`config.mk`:
```
export PLATFORM = sky130hd
export DESIGN_NAME = bbce_merge
export DESIGN_NICKNAME = d
export VERILOG_FILES = /design/src/hw/rtl/bbce_pkg.sv /design/src/hw/rtl/bbce_merge.sv
export SDC_FILE = /design/constraint.sdc
export NUM_CORES = 1
export LEC_CHECK = 0
export ABC_AREA = 1
export BUFFER_PORTS_ARGS = -buffer_cell sky130_fd_sc_hd__clkbuf_2
export CAP_MARGIN = 10
export CORE_MARGIN = 2
export CORE_UTILIZATION = 40
export DETAILED_ROUTE_END_ITERATION = 8
export GPL_TIMING_DRIVEN = 0
export PLACE_DENSITY = 0.73
export SETUP_SLACK_MARGIN = 0.3
export SKIP_CTS_REPAIR_TIMING = 1
export SLEW_MARGIN = 25
export SYNTH_ARGS = -nofsm -noshare
export SYNTH_HDL_FRONTEND = slang
export SYNTH_SLANG_ARGS = --single-unit
```
`constraint.sdc`:
```
create_clock -name clk -period 6.21 [get_ports clk]
set_input_delay 0.3105 -clock clk [delete_from_list [all_inputs] [get_ports clk]]
set_output_delay 0.3105 -clock clk [all_outputs]
set_load 0.02 [all_outputs]
```
`src/hw/rtl/bbce_pkg.sv`:
```
package bbce_pkg;

    // default build limits
    localparam int DEF_MAX_WIDTH  = 2048;
    localparam int DEF_MAX_HEIGHT = 4096;
    localparam int DEF_MAX_HALF   = 7;

    // pixel word: chan0 in the low byte
    localparam int PIX_W = 24;
    localparam int CH_W  = 8;
    localparam int N_CH  = 3;

    // wide enough for a slot index or a window side at the largest MAX_HALF
    localparam int SLOT_BITS = 5;

    // configuration register indexes
    localparam logic [1:0] CFG_HALF_WIDTH   = 2'd0;
    localparam logic [1:0] CFG_IMAGE_WIDTH  = 2'd1;
    localparam logic [1:0] CFG_IMAGE_HEIGHT = 2'd2;

    localparam logic [2:0]  RST_HALF_WIDTH   = 3'd1;
    localparam logic [11:0] RST_IMAGE_WIDTH  = 12'd640;
    localparam logic [12:0] RST_IMAGE_HEIGHT = 13'd480;

    // per-read lane selection, shared by all lanes
    typedef struct packed {
        logic                 rd_en;
        logic [SLOT_BITS-1:0] slot_r0;
        logic [SLOT_BITS-1:0] nrows;
        logic [SLOT_BITS-1:0] k;
        logic                 excl_en;
        logic [SLOT_BITS-1:0] excl_slot;
    } lane_sel_t;

endpackage

```
`src/hw/rtl/bbce_merge.sv`:
```
module bbce_merge #(
    parameter int NB   = 15,
    parameter int SUMW = 16
) (
    input  logic                       clk,
    input  logic                       rst_n,
    input  logic [bbce_pkg::PIX_W-1:0] lane_data [NB],
    input  logic                       acc_clr,
    input  logic                       acc_en,
    output logic [SUMW-1:0]            acc [bbce_pkg::N_CH]
);
    import bbce_pkg::*;

    logic [SUMW-1:0] acc_reg  [N_CH];
    logic [SUMW-1:0] col_sum  [N_CH];

    // column sum across lanes, one per channel
    always_comb
    begin
        for (int ch = 0; ch < N_CH; ch++)
        begin
            col_sum[ch] = '0;
            for (int l = 0; l < NB; l++)
            begin
                col_sum[ch] = col_sum[ch] + SUMW'(lane_data[l][ch*CH_W +: CH_W]);
            end
        end
    end

    always_ff @(posedge clk or negedge rst_n)
    begin
        if (!rst_n)
        begin
            for (int ch = 0; ch < N_CH; ch++)
            begin
                acc_reg[ch] <= '0;
            end
        end
        else if (acc_clr)
        begin
            for (int ch = 0; ch < N_CH; ch++)
            begin
                acc_reg[ch] <= '0;
            end
        end
        else if (acc_en)
        begin
            for (int ch = 0; ch < N_CH; ch++)
            begin
                acc_reg[ch] <= acc_reg[ch] + col_sum[ch];
            end
        end
    end

    assign acc = acc_reg;

endmodule

```
==> run metrics, run 1 <==
Largest register FFs 48; DP Worst Slack 0.968 ns; # port buffers 411; total negative slack 0 ns; Residual DRC 0; Final WS setup 1.29 ns; sequential-to-total area share from yosys stat 9.10%; RSZ-0062 raised after global routing false; Core Area 32500 µm²; first-pass GRT wire length 54.1 mm; DR WL/cell 14.0 µm; YS warnings 0; DP Wirelength 31.0 mm; max_cap viols 0; Area growth syn-to-layout 21.1%; HP Class in -> reg; Final nets 2746; CTS H-tree depth 2; CTS tree built; Worst-Skew Late Latency 0.31 ns; gr usage total 20.2%; Mapped Cells 1545; post-route antenna net violation count 0; CP max-delay cell fa_1; Hold Vio Cnt, Final 0; outcome finished clean; syn_nets 2326; CP cell instances clkbuf_2 -> fa_1 -> inv_1 -> fa_1 -> inv_1 -> fa_1 -> fa_1 -> inv_1 -> fa_1 -> fa_1 -> inv_1 -> ha_1 -> fa_1 -> nand3_1 -> nand3_1 -> o21ai_0 -> a21oi_1 -> o21bai_1; DR pass1 iterations 6; crit share post-route 79.3%; # diodes 0; share of cells above drive strength 1 21.9%; clk buf depth 2; Hold Crit Start acc_clr; initial antenna violation count 0; reg2reg setup slack 2.25 ns; slowest stage delay, CP 0.54 ns; Crit Path Class in -> reg; Final Skew 0.0138 ns; Unique masters post-synth 23; vias in the first global route 11331; Crit Path Max Fanout 5; Die H 186 µm; Critical R2R Launch acc[40]; Critical Path RT 6.40 ns; Worst EP arrival 5.11 ns; Placer Congestion 0.872; clock sinks 48; routed wire length 33.6 mm; grt ovf 0; Starting Density 40.6%; largest net degree at the start of global routing 35; minimum clock period 4.92 ns; CP Capture Type register; I/O pins 412; type of element launching the critical path primary input; Critical Path Most Common Cell fa_1; CP startpoint lane_data[146]; Site Rows 66; f_max 0.203 GHz; Slew Limit Fails 0; Post-Syn Area 13200 µm²; Worst Tran Pin Value 0.537 ns; clock root cell clkbuf_16; Die X-Extent 186 µm; final setup vio count 0; DR vias 10488; initial DRC count 393; Die ar. 34500 µm²; Slew HR 64.2%; CTS buffer count 5; Avg Inst Size Synth 8.55 µm²; Yosys reg bits 48; vias per cell 4.36; Reg clk slew, reported paths 0.08 ns
-- cell families (layout without fill, tap and decap cells) --
logic type / after synthesis / count (layout) / synth area share [%]
xor gates and xnor gates: 3 / 3 / 0.199
DFF: 48 / 48 / 9.10
and+or+nand+nor: 337 / 337 / 10.4
buffers and inverters: 673 / 1093 / 19.4
AOI/OAI and AO/OA: 67 / 67 / 2.83
adders and majority gates: 417 / 417 / 58.1
-- per-layer routing --
metal | global-route usage, % | up-vias | part of all wire, %
li1 | - | 5052 | -
met1 | 26.1 | 5073 | 41
met2 | 34.4 | 300 | 50
met3 | 3.60 | 63 | 5.7
met4 | 6.27 | 0 | 3.1
met5 | 0 | - | 0
-- critical path, delay by kind of cell --
family	cells	cell delay [ns]
AO/OA/AOI/OAI	3	0.44
buffers and inverters	5	0.30
AND/OR/NAND/NOR	2	0.30
adder cells (fa/ha/maj)	8	3.73
-- through the flow --
step	utilization, %	instances	hold WS, ns	area, µm²
floorplan	-	1545	0.0149	13200
global placement	48.6	2398	0.502	15800
detailed placement	48.7	2399	0.235	15800
CTS	49.1	2406	-0.101	16000
global route	49.2	2407	0.467	16000
finish	49.2	2407	0.437	16000
-- cells in the final DEF (no fill, tap or decap), types with 5 or more instances in the layout --
cell / n
clkbuf_2: 410
o21ai_0: 9
clkbuf_16: 5
a22o_1: 6
a21oi_1: 28
ha_1: 90
nand3_1: 46
fa_1: 327
nand4_1: 8
inv_1: 663
nand2_1: 233
o22ai_1: 5
nor2_1: 45
dfrtp_1: 48
o21ai_1: 14
-- cell usage after synthesis --
| master | instances | area, µm² |
|---|---|---|
| buf_6 | 3 | 33.8 |
| buf_4 | 2 | 15.0 |
| o21ai_1 | 14 | 70.1 |
| ha_1 | 90 | 1130 |
| nor2_4 | 2 | 22.5 |
| o21bai_1 | 3 | 22.5 |
| nand3b_1 | 3 | 22.5 |
| nand3_1 | 46 | 230 |
| a31oi_1 | 2 | 12.5 |
| dfrtp_1 | 48 | 1200 |
| a22o_1 | 6 | 52.6 |
| a21oi_1 | 28 | 140 |
| inv_2 | 1 | 3.75 |
| inv_1 | 663 | 2490 |
| inv_4 | 1 | 6.26 |
| nor2_1 | 45 | 169 |
| o22ai_1 | 5 | 31.3 |
| fa_1 | 327 | 6550 |
| nand2_1 | 233 | 875 |
| xnor2_1 | 3 | 26.3 |
| buf_2 | 3 | 15.0 |
| o21ai_0 | 9 | 45.0 |
| nand4_1 | 8 | 50.1 |
-- layout make-up --
cell class	count	area, µm²
timing repair buffer	413	2090
multi-input combinational	824	9440
fill	3136	16500
tap	442	553
clock inverter	1	8.76
clock buffer	6	139
buffer	8	63.8
sequential	48	1200
inverter	665	2500
-- path summary, 6_finish.rpt --
check / to / depth (start not counted)
max: acc[38] / 18
min: acc[42] / 4
max reg2reg: acc[47] / 16
min reg2reg: acc[44] / 2
max in group asynchronous: acc[5] / 3
min in group asynchronous: acc[16] / 2
Power of run 1 is left out: the tool's default activity adds up to more than one toggle a clock period on the data nets, which glitch-free logic cannot reach.
==> inputs of run 2 (changes only) <==
==> constraint.sdc (replaced) <==
create_clock -name clk -period 4.6 [get_ports clk]
set_input_delay 0.23 -clock clk [delete_from_list [all_inputs] [get_ports clk]]
set_output_delay 0.23 -clock clk [all_outputs]
set_load 0.02 [all_outputs]
==> run metrics, run 2 (synthesis results as in run 1) <==
outcome finished clean; largest net degree at the start of global routing 30; Largest register FFs 48; Core Area 32500 µm²; register area 1200 µm²; total negative slack 0 ns; DR vias 10637; Worst Tran Pin Value 0.355 ns; Final WS setup 0.122 ns; Die X-Extent 186 µm; delay-heaviest family, CP adder cells; Slew HR 76.3%; Placer Congestion 0.863; HP Class in -> reg; share of cells above drive strength 1 35.2%; DR WL/cell 14.4 µm; max_cap viols 0; slowest stage delay, CP 0.57 ns; commonest non-fill, non-tap cell in the layout inv_1; RSZ-0062 raised after global routing true; fill count 3023; crit share post-route 97.3%; minimum clock period 4.48 ns; clock sinks 48; Die H 186 µm; Critical Path Most Common Cell fa_1; post-layout util 53.2%; multi-input logic area 10300 µm²; CP max-delay cell fa_1; vias in the first global route 11322; clk buf depth 2; commonest non-fill, non-tap cells in the layout inv_1 (583), clkbuf_2 (380), fa_1 (314); post-route antenna net violation count 0; CTS tree built; Slew Limit Fails 0; final setup vio count 0; Site Rows 66; Starting Density 40.6%; Crit Path Max Fanout 5; f_max 0.223 GHz; first-pass GRT wire length 55.0 mm; initial antenna violation count 0; Critical Path RT 4.80 ns; Final nets 2767; CP cell instances clkbuf_2 -> inv_2 -> fa_1 -> inv_2 -> fa_1 -> fa_1 -> fa_1 -> inv_2 -> fa_1 -> fa_1 -> inv_2 -> ha_4 -> fa_2 -> nand3_2 -> nand3_4 -> nand3_2 -> nand3_2 -> a21oi_2 -> nor2_1; CTS H-tree depth 2; type of element launching the critical path primary input; I/O pins 412; DP Wirelength 31.4 mm; DR pass1 iterations 4; # diodes 0; Crit Path Class in -> reg; Final Skew 0.00726 ns; Reg clk slew, reported paths 0.08 ns; grt ovf 0; vias per cell 4.38; gr usage total 20.6%; Worst-Skew Late Latency 0.31 ns; initial DRC count 354; Die ar. 34500 µm²; # port buffers 411; Hold Vio Cnt, Final 0; CP Capture Type register; CTS buffer count 5; Residual DRC 0; routed wire length 35.0 mm; clock root cell clkbuf_16; DP Worst Slack -0.303 ns; Area growth syn-to-layout 31.0%; WP buf/inv 5; Worst EP arrival 4.68 ns
-- run 2: worst register-to-register path, delay by kind of cell (launching register included) --
kind | cells | cell delay [ns]
simple gates | 6 | 0.54
compound gates | 1 | 0.15
flops | 1 | 0.46
fa+ha+maj | 6 | 2.51
buf+inv | 3 | 0.15
-- run 2: final cells by class --
class | count | area share, %
timing repair buffer | 434 | 14.1
tap | 442 | 3.20
clock inverter | 2 | 0.0795
buffer | 8 | 0.369
multi-input combinational | 824 | 59.8
clock buffer | 6 | 0.803
inverter | 665 | 14.7
sequential | 48 | 6.94
-- run 2: final timing paths --
check	depth (start not counted)	startpoint	to	slack, ns
min in group asynchronous	2	rst_n	acc[18]	0.39
setup / recovery	19	lane_data[98]	acc[46]	0.12
setup reg to reg	16	acc[40]	acc[46]	0.67
hold reg to reg	2	acc[28]	acc[28]	0.52
hold / removal	4	acc_clr	acc[42]	0.36
max in group asynchronous	3	rst_n	acc[36]	3.71
-- run 2: metal layers --
layer	part of all wire, %	GRT usage, %	vias to the layer above	routed length, µm
li1	-	-	5102	-
met1	41	27.8	5229	14500
met2	51	34.4	245	17900
met3	4.7	3.07	61	1650
met4	2.8	6.11	0	979
met5	0	0	-	0
-- run 2: through the flow --
stage,cell area [µm²],std cells,hold slack [ns]
after floorplan,13400,1545,-0.0656
after global placement,16000,2398,0.504
after detailed placement,16100,2399,0.183
after CTS,16200,2407,-0.158
after global routing,17300,2429,0.384
final,17300,2429,0.360
Power of run 2 is left out for the same reason.
