[src/hw/rtl/bbce_pkg.sv]
package bbce_pkg;

    // default build limits
    localparam int DEF_MAX_WIDTH  = 2048;
    localparam int DEF_MAX_HEIGHT = 4096;
    localparam int DEF_MAX_HALF   = 7;

    // pixel word: chan0 in the low byte
    localparam int PIX_W = 24;
    localparam int CH_W  = 8;
    localparam int N_CH  = 3;

    // wide enough for a slot index or a window side at the largest MAX_HALF
    localparam int SLOT_BITS = 5;

    // configuration register indexes
    localparam logic [1:0] CFG_HALF_WIDTH   = 2'd0;
    localparam logic [1:0] CFG_IMAGE_WIDTH  = 2'd1;
    localparam logic [1:0] CFG_IMAGE_HEIGHT = 2'd2;

    localparam logic [2:0]  RST_HALF_WIDTH   = 3'd1;
    localparam logic [11:0] RST_IMAGE_WIDTH  = 12'd640;
    localparam logic [12:0] RST_IMAGE_HEIGHT = 13'd480;

    // per-read lane selection, shared by all lanes
    typedef struct packed {
        logic                 rd_en;
        logic [SLOT_BITS-1:0] slot_r0;
        logic [SLOT_BITS-1:0] nrows;
        logic [SLOT_BITS-1:0] k;
        logic                 excl_en;
        logic [SLOT_BITS-1:0] excl_slot;
    } lane_sel_t;

endpackage

[src/hw/rtl/bbce_div.sv]
module bbce_div #(
    parameter int SUMW = 16,
    parameter int DVW  = 8
) (
    input  logic                    clk,
    input  logic                    rst_n,
    input  logic                    start,
    input  logic [SUMW-1:0]         dividend [bbce_pkg::N_CH],
    input  logic [DVW-1:0]          divisor,
    output logic                    done,
    output logic [bbce_pkg::CH_W-1:0] quotient [bbce_pkg::N_CH]
);
    import bbce_pkg::*;

    localparam int CNTW = $clog2(SUMW + 1);

    logic [SUMW-1:0] q_reg   [N_CH];
    logic [DVW-1:0]  rem_reg [N_CH];
    logic [CNTW-1:0] cnt_reg;
    logic            done_reg;
    logic [DVW:0]    trial   [N_CH];

    always_comb
    begin
        for (int ch = 0; ch < N_CH; ch++)
        begin
            trial[ch] = {rem_reg[ch], q_reg[ch][SUMW-1]};
        end
    end

    // restoring division, one quotient bit per cycle on all channels
    always_ff @(posedge clk)
    begin
        for (int ch = 0; ch < N_CH; ch++)
        begin
            if (start)
            begin
                q_reg[ch]   <= dividend[ch];
                rem_reg[ch] <= '0;
            end
            else if (cnt_reg != '0)
            begin
                if (trial[ch] >= {1'b0, divisor})
                begin
                    rem_reg[ch] <= DVW'(trial[ch] - {1'b0, divisor});
                    q_reg[ch]   <= {q_reg[ch][SUMW-2:0], 1'b1};
                end
                else
                begin
                    rem_reg[ch] <= trial[ch][DVW-1:0];
                    q_reg[ch]   <= {q_reg[ch][SUMW-2:0], 1'b0};
                end
            end
        end
    end

    always_ff @(posedge clk or negedge rst_n)
    begin
        if (!rst_n)
        begin
            cnt_reg  <= '0;
            done_reg <= 1'b0;
        end
        else
        begin
            done_reg <= (cnt_reg == CNTW'(1));
            if (start)
            begin
                cnt_reg <= CNTW'(SUMW);
            end
            else if (cnt_reg != '0)
            begin
                cnt_reg <= cnt_reg - CNTW'(1);
            end
        end
    end

    assign done = done_reg;
    always_comb
    begin
        for (int ch = 0; ch < N_CH; ch++)
        begin
            quotient[ch] = q_reg[ch][CH_W-1:0];
        end
    end

endmodule

[config.mk]
export PLATFORM = sky130hd
export DESIGN_NAME = bbce_div
export DESIGN_NICKNAME = d
export VERILOG_FILES = /design/src/hw/rtl/bbce_pkg.sv /design/src/hw/rtl/bbce_div.sv
export SDC_FILE = /design/constraint.sdc
export NUM_CORES = 1
export LEC_CHECK = 0
export ABC_AREA = 1
export BUFFER_PORTS_ARGS = -buffer_cell sky130_fd_sc_hd__buf_2
export CAP_MARGIN = 10
export CORE_MARGIN = 2
export CORE_UTILIZATION = 40
export CTS_BUF_LIST = sky130_fd_sc_hd__clkbuf_8
export DETAILED_ROUTE_END_ITERATION = 6
export SLEW_MARGIN = 20
export SYNTH_ARGS = -nofsm -noshare
export SYNTH_HDL_FRONTEND = slang
export SYNTH_SLANG_ARGS = --single-unit
[constraint.sdc]
create_clock -name clk -period 8.2 [get_ports clk]
set_input_delay 0.41 -clock clk [delete_from_list [all_inputs] [get_ports clk]]
set_output_delay 0.41 -clock clk [all_outputs]
set_load 0.005 [all_outputs]
==> summary.md, run 1 <==
| Metric | Value |
|---|---|
| Status | `finished clean` |
| Residual DRC | `0` |
| Minimum clock period | `2.933 ns` |
| Final worst slack | `5.267 ns` |
| Initial antenna violation count | `0` |
| Die Ht | `115.0 microns` |
| DR vias/cell | `4.874` |
| # IOs | `84` |
| DP HPWL | `7794 microns` |
| Top-count cell post-synth | `nand2_1` |
| Initial Util | `41.01%` |
| Finished Layout Cells | `812` |
| Ratio of cells with drive above 1 in the final layout | `16.69%` |
| Die area | `13,220 sq um` |
| Post-synthesis register bit count | `78` |
| Hold slack | `0.3147 ns` |
| Yosys warnings | `0` |
| Setup total negative slack | `0 ns` |
| GPL Wtd Cong | `0.8289` |
| Synthesized instance count | `602` |
| Final nets | `749` |
| PortBufs | `83` |
| Footprint of the multi-input gates | `2103 sq um` |
| Die X | `115.0 microns` |
| CORE AREA | `12,010 sq um` |
| Max Freq | `0.3409 GHz` |
| Worst VDD drop | `0.0001114 V` |
| GRT Total Usage | `16.96%` |
| Post-synth EDFFs | `72` |
| Top-area cell type share of the netlist area | `43.89%` |
| Place WS | `5.248 ns` |
| Fin crit share | `35.77%` |
| Largest cells by area after synthesis | `edfxtp_1 44%, nand2_1 19%, ha_1 6.9%` |
| Leakage | `2.905 nW` |
| Critical path arrival | `3.15 ns` |
| # clock sinks | `78` |
| First-pass GRT wire length | `17,720 microns` |
| Grt ovf | `0` |
| Worst hold path type | `in2reg` |
| Placement Rows | `40` |
| Vias in the first global route | `3,707` |
| Count of cell types in the netlist | `32` |
| ANT nets after route | `0` |
| Core Util, Final | `45.38%` |
| PD cells | `297.3 nW/um^2` |
| Ant. Diodes | `0` |
| Mapped cell area | `4926 sq um` |
| Area after DPL | `5281 sq um` |
| Iter 0 DRT Violations | `251` |
| Worst endpoint required time | `8.42 ns` |
| Max cap viols | `0` |
| Post_cts resized | `0` |
| Pwr Total | `1.621 mW` |
| Num CTS Buffers | `9` |
| Critical path class | `reg2reg` |
| Startpoint Class | `flip-flop` |
| CTS tree | `done` |
| Largest net degree at the start of global routing | `64` |
| Clk root buf | `clkbuf_8` |
| Unrepaired setup endpoints after global routing | `false` |
| Actual slew at the worst max-slew pin | `0.8103 ns` |
| Syn Nets | `691` |
| Final hold vios | `0` |
| Max FO, Critical Path | `63` |
| Worst-Skew Late Latency | `0.35 ns` |
| Ys flop type | `edfxtp_1` |
| DR WL/cell | `13.33 microns` |
| CP Capture Type | `flip-flop` |
| Area leader, netlist | `edfxtp_1` |
| FILL cells | `1,209` |
| Endpoints failing setup | `0` |
| Post-synthesis async set-or-reset flop share | `7.692%` |
| H-Tree Depth | `3` |
| Final wirelength | `10,830 microns` |
| Syn_area_per_cell | `8.183 sq um` |
| Post-synthesis sequential area ratio | `46.94%` |
| # hold bufs at CTS | `1` |
| Slew headroom | `45.90%` |
| Top post-synthesis cells by count | `254 x nand2_1, 72 x edfxtp_1, 66 x inv_1, 35 x nand3_1, 27 x ha_1` |
| Seq. cell area | `2312 sq um` |
| Area Growth Syn to Fin | `10.64%` |
| Via count | `3,958` |
| Fin area | `5450 sq um` |
| Post-Place Cells | `795` |
| 1st-pass router iterations | `5` |
| Max FFs per register | `48` |
| Clock Path Buffers | `2` |
| Clk pin slew, worst setup/hold paths | `0.08 ns` |
| Slew Limit Fails | `0` |
| Clock Skew | `0.007699 ns` |
| Setup Fix Bufs, Post-CTS | `0` |
## per-layer routing
layer / GRT usage, % / routed length, microns
met1: 24.10 / 5132
met2: 24.86 / 4554
met3: 3.268 / 854
met4: 8.273 / 284
met5: 0 / 0
## worst max-delay path: stages (launching register included)
cell and delay [ns]:
dfrtp_1 0.40, inv_1 0.09, ha_1 0.21, inv_1 0.05, nor2_1 0.06, a21oi_4 0.37
buf_4 0.60, inv_2 0.51, nor2_4 0.31, nand2_1 0.08, nand2_1 0.07
## logic make-up (layout without fill, tap and decap cells)
group	Yosys count	in the layout	share of synthesized area, %
fa+ha+maj	30	30	8.077
xor+xnor	9	9	1.600
compound gates	35	35	4.090
flops	78	78	46.94
simple gates	344	344	28.93
buf+inv	106	169	10.36
## worst paths after layout
kind / start / to / slack, ns / cells past startpoint
min: dividend[13] / q_reg[2][13] / 0.31 / 3
min in group asynchronous: rst_n / cnt_reg[3] / 0.40 / 2
max reg2reg: cnt_reg[0] / rem_reg[1][6] / 5.27 / 10
min reg2reg: cnt_reg[4] / done / 0.49 / 1
max in group asynchronous: rst_n / cnt_reg[4] / 7.66 / 2
max: cnt_reg[0] / rem_reg[1][6] / 5.27 / 10
## cell usage in the layout, fill, tap and decap left out, types with 6 or more instances in the layout
master,n
ha_1,27
dfrtp_1,6
nor2_1,24
clkbuf_8,9
inv_1,68
edfxtp_1,72
a21oi_1,22
nand4_1,15
nand2_1,254
o21ai_0,6
nand3_1,35
buf_2,83
## where the power goes
part | internal (mW) | switching [mW] | leakage [nW]
combinational | 0.258 | 0.422 | 1.93
clock | 0.106 | 0.139 | 0.0965
sequential | 0.616 | 0.0784 | 0.883
total | 0.980 | 0.640 | 2.90
## layout make-up
type | instances | area share, %
timing repair buffer | 86 | 8.081
multi-input combinational | 418 | 38.59
tap | 147 | 3.375
clock buffer | 9 | 2.273
inverter | 67 | 4.614
sequential | 78 | 42.42
clock inverter | 7 | 0.6428
(Power assumes the default switching activity.)
==> inputs of run 2 (changes only) <==
==> constraint.sdc (replaced) <==
create_clock -name clk -period 2.6 [get_ports clk]
set_input_delay 0.13 -clock clk [delete_from_list [all_inputs] [get_ports clk]]
set_output_delay 0.13 -clock clk [all_outputs]
set_load 0.005 [all_outputs]
==> run 2 against run 1 <==
  * Count of clock-buffer cells in the layout did not move
  * Final cell count increased by 0.62%
  * Clock skew rose by 0.0013 ns
  * Global-route usage shrank 0.10 points
  * Via count up 0.73%
  * First-iteration DRC count grew 3.6%
  * Routed wire length down 0.96%
  * Maximum frequency grew 42%
  * Hold slack worse by 0.28 ns
  * Highest routed layer unchanged
==> summary.md, run 2 (synthesis results as in run 1) <==
| Metric | Value |
|---|---|
| Placement Rows | `40 (unchanged)` |
| GRT Total Usage | `16.86% (was 16.96%)` |
| # IOs | `84 (unchanged)` |
| Clk pin slew, worst setup/hold paths | `0.08 ns (about the same)` |
| Vias in the first global route | `3,764 (was 3,707)` |
| Worst endpoint required time | `2.69 ns (was 8.42 ns)` |
| PD cells | `953.4 nW/um^2 (was 297.3 nW/um^2)` |
| Die area | `13,220 sq um (unchanged)` |
| Worst-Skew Late Latency | `0.35 ns (about the same)` |
| Initial antenna violation count | `0 (unchanged)` |
| Slew Limit Fails | `0 (unchanged)` |
| Status | `finished clean (unchanged)` |
| Ratio of cells with drive above 1 in the final layout | `17.76% (was 16.69%)` |
| DR vias/cell | `4.880 (was 4.874)` |
| Clock Path Buffers | `2 (unchanged)` |
| # hold bufs at CTS | `1 (unchanged)` |
| CORE AREA | `12,010 sq um (unchanged)` |
| Max FO, Critical Path | `9 (was 63)` |
| Fin area | `5544 sq um (was 5450 sq um)` |
| Max FFs per register | `48 (unchanged)` |
| Final worst slack | `0.5300 ns (was 5.267 ns)` |
| Residual DRC | `0 (unchanged)` |
| Minimum clock period | `2.070 ns (was 2.933 ns)` |
| CP top delay family | `simple AND/OR/NAND/NOR gates (was buffers and inverters)` |
| Unrepaired setup endpoints after global routing | `false (unchanged)` |
| Slew headroom | `70.75% (was 45.90%)` |
| Startpoint Class | `flip-flop (unchanged)` |
| Pwr Total | `5.286 mW (was 1.621 mW)` |
| 1st-pass router iterations | `5 (unchanged)` |
| Final nets | `754 (was 749)` |
| Endpoints failing setup | `0 (unchanged)` |
| Max Freq | `0.4831 GHz (was 0.3409 GHz)` |
| Post-Place Cells | `800 (was 795)` |
| Die Ht | `115.0 microns (unchanged)` |
| Grt ovf | `0 (unchanged)` |
| DR WL/cell | `13.12 microns (was 13.33 microns)` |
| Clock Skew | `0.009044 ns (was 0.007699 ns)` |
| Fin crit share | `79.62% (was 35.77%)` |
| Finished Layout Cells | `817 (was 812)` |
| Leakage | `2.935 nW (was 2.905 nW)` |
| PortBufs | `83 (unchanged)` |
| Initial Util | `41.01% (unchanged)` |
| Worst hold path type | `in2reg (unchanged)` |
| Critical path arrival | `2.16 ns (was 3.15 ns)` |
| H-Tree Depth | `3 (unchanged)` |
| CP Capture Type | `flip-flop (unchanged)` |
| Via count | `3,987 (was 3,958)` |
| Actual slew at the worst max-slew pin | `0.4388 ns (was 0.8103 ns)` |
| Setup Fix Bufs, Post-CTS | `0 (unchanged)` |
| Area Growth Syn to Fin | `12.55% (was 10.64%)` |
| Max cap viols | `0 (unchanged)` |
| Seq. cell area | `2312 sq um (unchanged)` |
| Cell mode on critical path | `nand2_1` |
| Slowest CP cell | `edfxtp_1 (was buf_4)` |
| GPL Wtd Cong | `0.8581 (was 0.8289)` |
| Setup total negative slack | `0 ns (unchanged)` |
| Iter 0 DRT Violations | `260 (was 251)` |
| Worst path max stage delay | `0.41 ns (was 0.60 ns)` |
| Clk root buf | `clkbuf_8 (unchanged)` |
| DP HPWL | `7861 microns (was 7794 microns)` |
| Most frequent cells in the layout | `254 x nand2_1, 83 x buf_2, 72 x edfxtp_1 (unchanged)` |
| Final hold vios | `0 (unchanged)` |
| Cells along the critical path | `ha_1, a21oi_1, nand2_1, nand2_1, nand2_1, nand2_2, nand2_1, nand2_1, o21ai_0 (was inv_1, ha_1, inv_1, nor2_1, a21oi_4, buf_4, inv_2, nor2_4, nand2_1, nand2_1)` |
| CTS tree | `done (unchanged)` |
| Largest net degree at the start of global routing | `75 (was 64)` |
| Critical path class | `reg2reg (unchanged)` |
| # clock sinks | `78 (unchanged)` |
| Post_cts resized | `0 (unchanged)` |
| Final wirelength | `10,720 microns (was 10,830 microns)` |
| ANT nets after route | `0 (unchanged)` |
| FILL cells | `1,190 (was 1,209)` |
| Place WS | `0.5551 ns (was 5.248 ns)` |
| Area after DPL | `5338 sq um (was 5281 sq um)` |
| Num CTS Buffers | `9 (unchanged)` |
| Commonest non-fill, non-tap cell in the layout | `nand2_1 (unchanged)` |
| Die X | `115.0 microns (unchanged)` |
| Footprint of the multi-input gates | `2106 sq um (was 2103 sq um)` |
| Worst VDD drop | `0.0003820 V (was 0.0001114 V)` |
| Ant. Diodes | `0 (unchanged)` |
| First-pass GRT wire length | `17,600 microns (was 17,720 microns)` |
| CP Buf/Inv Count | `0 (was 4)` |
run 2: area by class of cell:
class,instances,area share (%)
Sequential cell,78,41.71
Multi-Input combinational cell,418,37.98
Tap cell,147,3.318
Clock buffer,9,2.234
Clock inverter,7,1.309
Timing Repair Buffer,91,8.847
Inverter,67,4.604
run 2: worst paths after layout:
check	slack [ns]	cells after the start	to	startpoint
max reg2reg	0.53	9	rem_reg[0][3]	rem_reg[0][1]
max in group asynchronous	2.33	2	cnt_reg[4]	rst_n
min	0.04	3	q_reg[1][7]	dividend[23]
min in group asynchronous	0.12	2	cnt_reg[1]	rst_n
max	0.53	9	rem_reg[0][3]	rem_reg[0][1]
min reg2reg	0.50	1	done	cnt_reg[4]
run 2: layer usage:
metal / part of all wire (%) / vias to the layer above / global-route usage, %
li1: - / 2046 / -
met5: 0 / - / 0
met3: 6.5 / 14 / 3.426
met4: 1.7 / 0 / 6.988
met1: 48 / 1804 / 24.05
met2: 44 / 123 / 25.10
run 2: power breakdown:
part / internal (mW) / total, mW / switching (mW)
logic: 0.842 / 2.20 / 1.35
clock network: 0.447 / 0.918 / 0.471
registers: 1.94 / 2.17 / 0.230
run 2: stage by stage:
stage          util [%]  hold slack [ns]
2_1_floorplan         -          -0.1656
3_3_place_gp      44.44         -0.03471
3_5_place_dp      44.44         -0.03447
4_1_cts           46.16          0.01905
5_1_grt           46.16          0.02989
6_report          46.16          0.03958
run 2: worst min-delay path, stage by stage:
cell	delay (ns)
buf_2	0.07
nand2_1	0.04
nand2_1	0.04
